==> src/rtl/core/onewire_thermometer_command_layer_macros.svh <==
// Assertion macros shared by the command layer RTL.
// The clock is named clock and the synchronous reset is named reset.
`ifndef ONEWIRE_THERMOMETER_COMMAND_LAYER_MACROS_SVH
`define ONEWIRE_THERMOMETER_COMMAND_LAYER_MACROS_SVH

`ifndef SYNTH
// Same-cycle implication.
`define OTCL_ASSERT_NOW(label, ante, cons, msg) \
   label: assert property (@(posedge clock) disable iff (reset) (ante) |-> (cons)) \
      else $error(msg);
// Next-cycle implication.
`define OTCL_ASSERT_NEXT(label, ante, cons, msg) \
   label: assert property (@(posedge clock) disable iff (reset) (ante) |=> (cons)) \
      else $error(msg);
`else
`define OTCL_ASSERT_NOW(label, ante, cons, msg)
`define OTCL_ASSERT_NEXT(label, ante, cons, msg)
`endif

`endif

==> src/rtl/core/otcl_pkg.sv <==
package otcl_pkg;

   // Command bytes.
   localparam logic [7:0] CMD_ROM_READ = 8'h33;
   localparam logic [7:0] CMD_ROM_SKIP = 8'hCC;
   localparam logic [7:0] CMD_CONVERT  = 8'h44;
   localparam logic [7:0] CMD_READ_PAD = 8'hBE;

   // Request kinds carried on tuser.
   localparam logic OP_WRITE = 1'b0;
   localparam logic OP_READ  = 1'b1;

   localparam logic [7:0] IDLE_BYTE = 8'hFF;
   localparam logic [7:0] CRC_POLY  = 8'h8C;

   localparam int TEMP_W = 12;
   localparam int POS_W  = 4;

   localparam logic [POS_W-1:0] PAD_LEN = 4'd9;
   localparam logic [POS_W-1:0] ROM_LEN = 4'd8;

   localparam logic [TEMP_W-1:0] TEMP_RESET   = 12'd400;
   localparam logic [63:0]       ROM_ID_RESET = 64'h2800_0000_0000_0100;

   // Configuration port.
   localparam int CSR_ADDR_W = 4;
   localparam int CSR_DATA_W = 64;
   localparam int CSR_SEL_BIT = 3;
   localparam logic REG_ROM_ID      = 1'b0;
   localparam logic REG_TEMPERATURE = 1'b1;

   // Scratchpad bytes two through seven.
   localparam logic [7:0] PAD_FIXED [6] = '{8'h4B, 8'h46, 8'h7F, 8'hFF, 8'h0C, 8'h10};

   typedef enum logic [1:0] {
      SRC_NONE = 2'd0,
      SRC_PAD  = 2'd1,
      SRC_ROM  = 2'd2
   } src_type;

   typedef logic [7:0] crc_cols_type [16];

   // One byte through the reflected CRC-8, a bit at a time.
   function automatic logic [7:0] crc_byte(input logic [7:0] crc_i, input logic [7:0] data_i);
      logic [7:0] crc;
      logic [7:0] data;
      crc  = crc_i;
      data = data_i;
      for (int i = 0; i < 8; i++) begin
         if ((crc[0] ^ data[0]) == 1'b1) begin
            crc = (crc >> 1) ^ CRC_POLY;
         end else begin
            crc = crc >> 1;
         end
         data = data >> 1;
      end
      return crc;
   endfunction

   // Check byte of the first eight scratchpad bytes for a given 16-bit temperature.
   // Only evaluated at elaboration.
   function automatic logic [7:0] pad_crc(input logic [15:0] temp16);
      logic [7:0] crc;
      crc = crc_byte(8'h00, temp16[7:0]);
      crc = crc_byte(crc, temp16[15:8]);
      for (int i = 0; i < 6; i++) begin
         crc = crc_byte(crc, PAD_FIXED[i]);
      end
      return crc;
   endfunction

   // The CRC is linear in the temperature bits: each bit contributes a fixed column.
   function automatic crc_cols_type crc_columns();
      crc_cols_type cols;
      for (int i = 0; i < 16; i++) begin
         cols[i] = pad_crc(16'(1) << i) ^ pad_crc(16'h0000);
      end
      return cols;
   endfunction

   localparam logic [7:0]   CRC_BASE = pad_crc(16'h0000);
   localparam crc_cols_type CRC_COLS = crc_columns();
   localparam logic [7:0]   CRC_RESET = pad_crc({{(16-TEMP_W){TEMP_RESET[TEMP_W-1]}}, TEMP_RESET});

   // Runtime check byte: an XOR tree over the sign-extended temperature.
   function automatic logic [7:0] temp_crc(input logic [TEMP_W-1:0] temp);
      logic [15:0] temp16;
      logic [7:0]  crc;
      temp16 = {{(16-TEMP_W){temp[TEMP_W-1]}}, temp};
      crc = CRC_BASE;
      for (int i = 0; i < 16; i++) begin
         if (temp16[i]) begin
            crc = crc ^ CRC_COLS[i];
         end
      end
      return crc;
   endfunction

endpackage

==> src/rtl/core/otcl_pad.sv <==
module otcl_pad (
   input  logic                          clock,
   input  logic                          reset,
   input  logic                          latch,
   input  logic [otcl_pkg::TEMP_W-1:0]   temperature,
   input  logic [otcl_pkg::POS_W-1:0]    index,
   output logic [7:0]                    pad_byte
);

   logic [otcl_pkg::TEMP_W-1:0] held_temp_ff;
   logic [otcl_pkg::TEMP_W-1:0] held_temp_in;
   logic [7:0]                  check_ff;
   logic [7:0]                  check_in;

   always_comb begin
      held_temp_in = held_temp_ff;
      check_in     = check_ff;
      if (latch) begin
         held_temp_in = temperature;
         check_in     = otcl_pkg::temp_crc(temperature);
      end
   end

   always_ff @(posedge clock) begin
      if (reset) begin
         held_temp_ff <= otcl_pkg::TEMP_RESET;
         check_ff     <= otcl_pkg::CRC_RESET;
      end else begin
         held_temp_ff <= held_temp_in;
         check_ff     <= check_in;
      end
   end

   always_comb begin
      case (index)
         4'd0: pad_byte = held_temp_ff[7:0];
         4'd1: pad_byte = {{(16-otcl_pkg::TEMP_W){held_temp_ff[otcl_pkg::TEMP_W-1]}},
                           held_temp_ff[otcl_pkg::TEMP_W-1:8]};
         4'd2: pad_byte = otcl_pkg::PAD_FIXED[0];
         4'd3: pad_byte = otcl_pkg::PAD_FIXED[1];
         4'd4: pad_byte = otcl_pkg::PAD_FIXED[2];
         4'd5: pad_byte = otcl_pkg::PAD_FIXED[3];
         4'd6: pad_byte = otcl_pkg::PAD_FIXED[4];
         4'd7: pad_byte = otcl_pkg::PAD_FIXED[5];
         4'd8: pad_byte = check_ff;
         default: pad_byte = otcl_pkg::IDLE_BYTE;
      endcase
   end

endmodule

==> src/rtl/core/onewire_thermometer_command_layer.sv <==
// Byte-level command layer of a one-wire digital thermometer.
// The req channel carries one request per transfer: tuser says whether the
// master writes a command byte (0) or reads a byte (1); tdata holds the
// command byte. Every request yields exactly one rsp transfer holding the
// byte read (0 for writes, FF once the queue is empty) and the count of
// response bytes still queued.
// The response is registered at the edge that takes the request. Throughput
// is one request per cycle while responses are taken; all work for a
// request is a single pass of shallow logic, the widest part being the
// check byte XOR tree that a convert command loads into the scratchpad.
// If the receiver stalls, the response register holds its contents and
// req_tready drops until the response is taken.
// The APB port holds the identity code (offset 0x0) and the temperature
// (offset 0x8); write them only while no request is in flight.
// Reset restores the default identity code and a temperature of 25 C,
// latches it into the scratchpad and empties the response queue.
`include "onewire_thermometer_command_layer_macros.svh"

module onewire_thermometer_command_layer (
   input  logic                              clock,
   input  logic                              reset,
   input  logic                              req_tvalid,
   output logic                              req_tready,
   input  logic [7:0]                        req_tdata,   // [7:0] data_byte
   input  logic [0:0]                        req_tuser,   // [0] op
   output logic                              rsp_tvalid,
   input  logic                              rsp_tready,
   output logic [15:0]                       rsp_tdata,   // [7:0] read_data, [11:8] bytes_left
   input  logic                              csr_psel,
   input  logic                              csr_penable,
   input  logic                              csr_pwrite,
   input  logic [otcl_pkg::CSR_ADDR_W-1:0]   csr_paddr,
   input  logic [otcl_pkg::CSR_DATA_W-1:0]   csr_pwdata,
   output logic [otcl_pkg::CSR_DATA_W-1:0]   csr_prdata,
   output logic                              csr_pready
);

   logic [63:0]                   rom_id_ff;
   logic [otcl_pkg::TEMP_W-1:0]   temperature_ff;
   otcl_pkg::src_type             src_ff;
   otcl_pkg::src_type             src_in;
   logic [otcl_pkg::POS_W-1:0]    pos_ff;
   logic [otcl_pkg::POS_W-1:0]    pos_in;
   logic                          rsp_valid_ff;
   logic                          rsp_valid_in;
   logic [7:0]                    rsp_data_ff;
   logic [7:0]                    rsp_data_in;
   logic [otcl_pkg::POS_W-1:0]    rsp_left_ff;
   logic [otcl_pkg::POS_W-1:0]    rsp_left_in;

   logic                          req_accept;
   logic                          csr_write;
   logic                          latch;
   logic [otcl_pkg::POS_W-1:0]    cur_len;
   logic [otcl_pkg::POS_W-1:0]    new_len;
   logic [7:0]                    pad_byte;
   logic [7:0]                    rom_byte;

   assign csr_pready = 1'b1;
   assign csr_write  = csr_psel & csr_penable & csr_pwrite & csr_pready;

   always_comb begin
      case (csr_paddr[otcl_pkg::CSR_SEL_BIT])
         otcl_pkg::REG_ROM_ID:      csr_prdata = rom_id_ff;
         otcl_pkg::REG_TEMPERATURE: csr_prdata = {{(otcl_pkg::CSR_DATA_W-otcl_pkg::TEMP_W){1'b0}},
                                                   temperature_ff};
         default:                   csr_prdata = '0;
      endcase
   end

   always_ff @(posedge clock) begin
      if (reset) begin
         rom_id_ff      <= otcl_pkg::ROM_ID_RESET;
         temperature_ff <= otcl_pkg::TEMP_RESET;
      end else if (csr_write) begin
         if (csr_paddr[otcl_pkg::CSR_SEL_BIT] == otcl_pkg::REG_TEMPERATURE) begin
            temperature_ff <= csr_pwdata[otcl_pkg::TEMP_W-1:0];
         end else begin
            rom_id_ff <= csr_pwdata;
         end
      end
   end

   assign req_tready = ~rsp_valid_ff | rsp_tready;
   assign req_accept = req_tvalid & req_tready;
   assign latch      = req_accept & (req_tuser[0] == otcl_pkg::OP_WRITE) &
                       (req_tdata == otcl_pkg::CMD_CONVERT);

   otcl_pad u_pad (
      .clock       (clock),
      .reset       (reset),
      .latch       (latch),
      .temperature (temperature_ff),
      .index       (pos_ff),
      .pad_byte    (pad_byte)
   );

   // ROM bytes come from the live register, least significant byte first.
   assign rom_byte = 8'(rom_id_ff >> {pos_ff[2:0], 3'b000});

   always_comb begin
      case (src_ff)
         otcl_pkg::SRC_PAD: cur_len = otcl_pkg::PAD_LEN;
         otcl_pkg::SRC_ROM: cur_len = otcl_pkg::ROM_LEN;
         default:           cur_len = '0;
      endcase
   end

   always_comb begin
      case (src_in)
         otcl_pkg::SRC_PAD: new_len = otcl_pkg::PAD_LEN;
         otcl_pkg::SRC_ROM: new_len = otcl_pkg::ROM_LEN;
         default:           new_len = '0;
      endcase
   end

   always_comb begin
      src_in      = src_ff;
      pos_in      = pos_ff;
      rsp_data_in = rsp_data_ff;
      if (req_accept) begin
         if (req_tuser[0] == otcl_pkg::OP_WRITE) begin
            case (req_tdata)
               otcl_pkg::CMD_READ_PAD: src_in = otcl_pkg::SRC_PAD;
               otcl_pkg::CMD_ROM_READ: src_in = otcl_pkg::SRC_ROM;
               default:                src_in = otcl_pkg::SRC_NONE;
            endcase
            pos_in      = '0;
            rsp_data_in = 8'h00;
         end else if (pos_ff < cur_len) begin
            rsp_data_in = (src_ff == otcl_pkg::SRC_PAD) ? pad_byte : rom_byte;
            pos_in      = pos_ff + 4'd1;
         end else begin
            rsp_data_in = otcl_pkg::IDLE_BYTE;
         end
      end
   end

   always_comb begin
      rsp_left_in = rsp_left_ff;
      if (req_accept) begin
         rsp_left_in = (pos_in < new_len) ? new_len - pos_in : '0;
      end
   end

   always_comb begin
      rsp_valid_in = rsp_valid_ff;
      if (req_accept) begin
         rsp_valid_in = 1'b1;
      end else if (rsp_tready) begin
         rsp_valid_in = 1'b0;
      end
   end

   always_ff @(posedge clock) begin
      if (reset) begin
         src_ff       <= otcl_pkg::SRC_NONE;
         pos_ff       <= '0;
         rsp_valid_ff <= 1'b0;
      end else begin
         src_ff       <= src_in;
         pos_ff       <= pos_in;
         rsp_valid_ff <= rsp_valid_in;
      end
   end

   always_ff @(posedge clock) begin
      rsp_data_ff <= rsp_data_in;
      rsp_left_ff <= rsp_left_in;
   end

   assign rsp_tvalid = rsp_valid_ff;
   assign rsp_tdata  = {4'h0, rsp_left_ff, rsp_data_ff};

   `OTCL_ASSERT_NEXT(a_write_returns_zero,
      req_accept && req_tuser[0] == otcl_pkg::OP_WRITE,
      rsp_tdata[7:0] == 8'h00 && pos_ff == '0,
      "write request must return zero and rewind the queue")
   `OTCL_ASSERT_NEXT(a_exhausted_read,
      req_accept && req_tuser[0] == otcl_pkg::OP_READ && pos_ff >= cur_len,
      rsp_tdata[7:0] == otcl_pkg::IDLE_BYTE && pos_ff == $past(pos_ff) &&
         rsp_tdata[11:8] == 4'd0,
      "read past the queue must return FF and hold position")
   `OTCL_ASSERT_NOW(a_pos_in_range,
      rsp_valid_ff,
      pos_ff <= cur_len || src_ff == otcl_pkg::SRC_NONE,
      "read position beyond queue length")
   `OTCL_ASSERT_NOW(a_stall_only_when_full,
      !req_tready,
      rsp_valid_ff && !rsp_tready,
      "request stalled while the response register can take it")

endmodule

==> config.mk <==
export PLATFORM = sky130hd
export DESIGN_NAME = onewire_thermometer_command_layer
export DESIGN_NICKNAME = d
export VERILOG_FILES = /design/src/rtl/core/otcl_pkg.sv /design/src/rtl/core/otcl_pad.sv /design/src/rtl/core/onewire_thermometer_command_layer.sv
export VERILOG_INCLUDE_DIRS = /design/src /design/src/rtl/core
export SDC_FILE = /design/constraint.sdc
export NUM_CORES = 1
export LEC_CHECK = 0
export ABC_AREA = 0
export BUFFER_PORTS_ARGS = -buffer_cell sky130_fd_sc_hd__buf_2
export CAP_MARGIN = 20
export CORE_UTILIZATION = 40
export CTS_CLUSTER_DIAMETER = 80
export CTS_CLUSTER_SIZE = 30
export DETAILED_ROUTE_END_ITERATION = 8
export GPL_ROUTABILITY_DRIVEN = 0
export PLACE_DENSITY_LB_ADDON = 0.08
export SYNTH_ARGS = -nofsm -noshare
export SYNTH_HDL_FRONTEND = slang
export SYNTH_SLANG_ARGS = --single-unit
==> constraint.sdc <==
create_clock -name clock -period 2.4 [get_ports clock]
set_input_delay 0.12 -clock clock [delete_from_list [all_inputs] [get_ports clock]]
set_output_delay 0.12 -clock clock [all_outputs]
set_load 0.02 [all_outputs]
==> results.md <==
- Maximum buffer depth of the clock tree: 2
- Detailed Route WL: 18,200 um
- Max_cap viols: 0
- WP data required: 2.55 ns
- Max stage delay on crit path: 0.47 ns
- Root Buffer: clkbuf_16
- Setup WS post-layout: -0.105 ns
- Startpoint Class: flip-flop
- Avg Cell Area, Syn: 8.47 sq um
- Hold Crit Class: primary input to flip-flop
- Syn Inst Count: 708
- CP Class: flip-flop to flip-flop
- DPL Wire Length: 12,200 um
- CP max FO: 4
- Die area: 0.0155 sq mm
- Layout cells sized above 1: 29.0%
- Sequential area share after synthesis: 40.4%
- Met1 Use GR: 29.4%
- CP max-delay cell: or4b_4
- # DRC: 0
- Tmin final: 2.50 ns
- PwrDens: 581 mW/mm^2
- Overall power: 4880 uW
- Total GRT Usage: 23.8%
- Delay-heaviest family, CP: compound AO/OA/AOI/OAI gates
- Largest net degree at the start of global routing: 65
- DR WL/cell: 16.2 um
- IO Port Bufs: 158
- Final ANT Viol Nets: 0
- Yosys top cell area share: 34.4%
- Layout fillers: 1,305
- VDD IR-drop max: 0.500 mV
- Initial antenna violation count: 0
- Grt peak-use layer: met2
- Number of synthesized flops with an enable pin: 12
- Clock insertion delay at the later pin of the skew report: 0.41 ns
- Async SR Flop Fraction: 0%
- First-pass GRT wire length: 29,100 um
- Via count of the first global-routing pass: 5,728
- Leakage: 0.00344 uW
- CTS tree: done
- H-Tree Level Count: 4
- CP dominant cell by count: ha_4
- Final period util: 104%
- Met3 usage: 4.85%
- Synth cell types: 58
- Synthesized area: 0.00599 sq mm
- Primary FF master, synth: dfxtp_1
- Die height: 124 um
- Clock Skew: 0.00711 ns
- Status: finished with violations
- Final setup TNS: -0.155 ns
- Vias per cell: 5.19
- Worst Path Buf+Inv: 2
- Cell Chain, Critical Path: inv_2 > ha_4 > or4b_4 > a21oi_4 > mux2i_1 > a22o_1 > ha_4 > inv_2 > ha_4 > o21a_1 > a21oi_2 > a311oi_2
- Synth area leaders: dfxtp_1 34%, nand2_1 10%, a21oi_1 6.8%
- Clock buffer count from CTS: 17
- Gr ovfl total: 0
- Initial drt markers: 412
- DR vias: 5,839
- Num rows: 44
- Clk sink count: 115
- Max Slew Vio Count: 0
- Post-synth top area cell: dfxtp_1
- CP endpoint kind: flip-flop
- Top cells by instance count after synthesis: 164 x nand2_1, 103 x dfxtp_1, 81 x a21oi_1
- I/O Pins: 167
- Core area: 0.0146 sq mm
- Initial Utilization: 41.1%
- Synth Register Bits: 115
- Syn-to-layout area delta: 40.0%
- Final Hold Fails: 0
- Nets: 1,025
- Clk pin slew, worst setup/hold paths: 0.05 ns
- Final setup violation count: 3
- Most numerous cell in the Yosys netlist: nand2_1
- Failing checks: setup timing
- GR Layer Usage met2: 39.4%
- Unrepaired setup endpoints after global routing: yes
- Die extent in x: 124 um
- Maximum achievable frequency: 0.399 GHz
- Worst Tran Pin Value: 0.685 ns
- Yosys Warn Count: 0
- DRT Pass-1 Iters: 5
- WP data arrival: 2.66 ns
- Slew Limit Headroom: 54.3%
cells by family (layout without fill, tap and decap cells):
group | after synthesis | after routing | synth area share, %
buffers and inverters | 65 | 295 | 4.59
multiplexers | 45 | 45 | 11.1
AND/OR/NAND/NOR | 312 | 312 | 24.3
adder cells (fa/ha/maj) | 11 | 11 | 2.30
flip-flops | 115 | 115 | 40.4
other | 2 | 6 | 0.125
XOR/XNOR | 22 | 22 | 3.21
AO/OA/AOI/OAI | 136 | 136 | 14.0
placed cells by master, fill, tap and decap left out, drive strengths merged, types with 15 or more instances in the layout:
master / Yosys / layout
clkbuf: 41 / 26
dlygate4sd3: 0 / 65
mux2i: 15 / 15
buf: 12 / 188
nor2: 50 / 50
nor2b: 64 / 64
mux4: 16 / 16
dfxtp: 103 / 103
xnor2: 17 / 17
nand2: 164 / 164
a21oi: 82 / 82
sequential cells by signal, indices dropped and copies added, names as in the netlist, 2 cells and up:
signal / flops
src_ff: 2
temperature_ff: 12
rom_id_ff: 64
u_pad.held_temp_ff: 12
rsp_left_ff: 4
rsp_data_ff: 8
pos_ff: 4
u_pad.check_ff: 8
worst register-to-register path: stages, from the launching register on:
cell and delay (ns):
dfxtp_2 0.32, inv_2 0.07, ha_4 0.11, or4b_4 0.47, a21oi_4 0.16, mux2i_1 0.21, a22o_1 0.20, ha_4 0.16
inv_2 0.04, ha_4 0.16, o21a_1 0.17, a21oi_2 0.13, a311oi_2 0.05
final cells by class:
cell class,instances,area [sq um],area share [%]
clock inverter,4,46.3,0.552
inverter,12,45.0,0.537
antenna,1,2.50,0.0298
sequential,115,2430,28.9
multi-input combinational,531,3430,40.8
tap,184,230,2.74
clock buffer,26,509,6.07
timing repair buffer,253,1710,20.3
metal layers:
metal / vias to the layer above / share of wire [%]
li1: 2851 / -
met1: 2754 / 44
met2: 190 / 48
met3: 44 / 4.7
met4: 0 / 3.1
met5: - / 0
power by group:
group | internal, uW | total (uW) | switching, uW
clock network | 1540 | 2390 | 849
logic | 223 | 468 | 245
registers | 1990 | 2020 | 30.0
total | 3750 | 4880 | 1120
per-stage QoR:
stage          instance area (sq um)  setup WS, ns  std cells  hold WS [ns]  util (%)
3_5_place_dp                    7130        -0.191       1026         0.344      48.8
6_report                        8390        -0.105       1126         0.162      57.5
2_1_floorplan                   6090        -0.141        711         0.241         -
4_1_cts                         8390        -0.121       1125         0.145      57.5
5_1_grt                         8390        -0.234       1125         0.179      57.5
3_3_place_gp                    7130        -0.146       1026         0.347      48.8
final timing paths:
| check | from | endpoint | slack, ns | cells past startpoint |
|---|---|---|---|---|
| min | rsp_tready | rsp_tvalid | 0.16 | 4 |
| max | src_ff[1] | rsp_left_ff[3] | -0.10 | 12 |
| max reg2reg | src_ff[1] | rsp_left_ff[3] | -0.10 | 12 |
| min reg2reg | rom_id_ff[28] | rom_id_ff[28] | 0.46 | 2 |
repair_timing:
item	CTS	global route
setup buffers	4	0
hold buffers	65	0
pin swaps	7	1
resized for setup	7	0
setup endpoints to repair	4	4
hold endpoints to repair	77	0
Power figures use the tool's default switching activity.
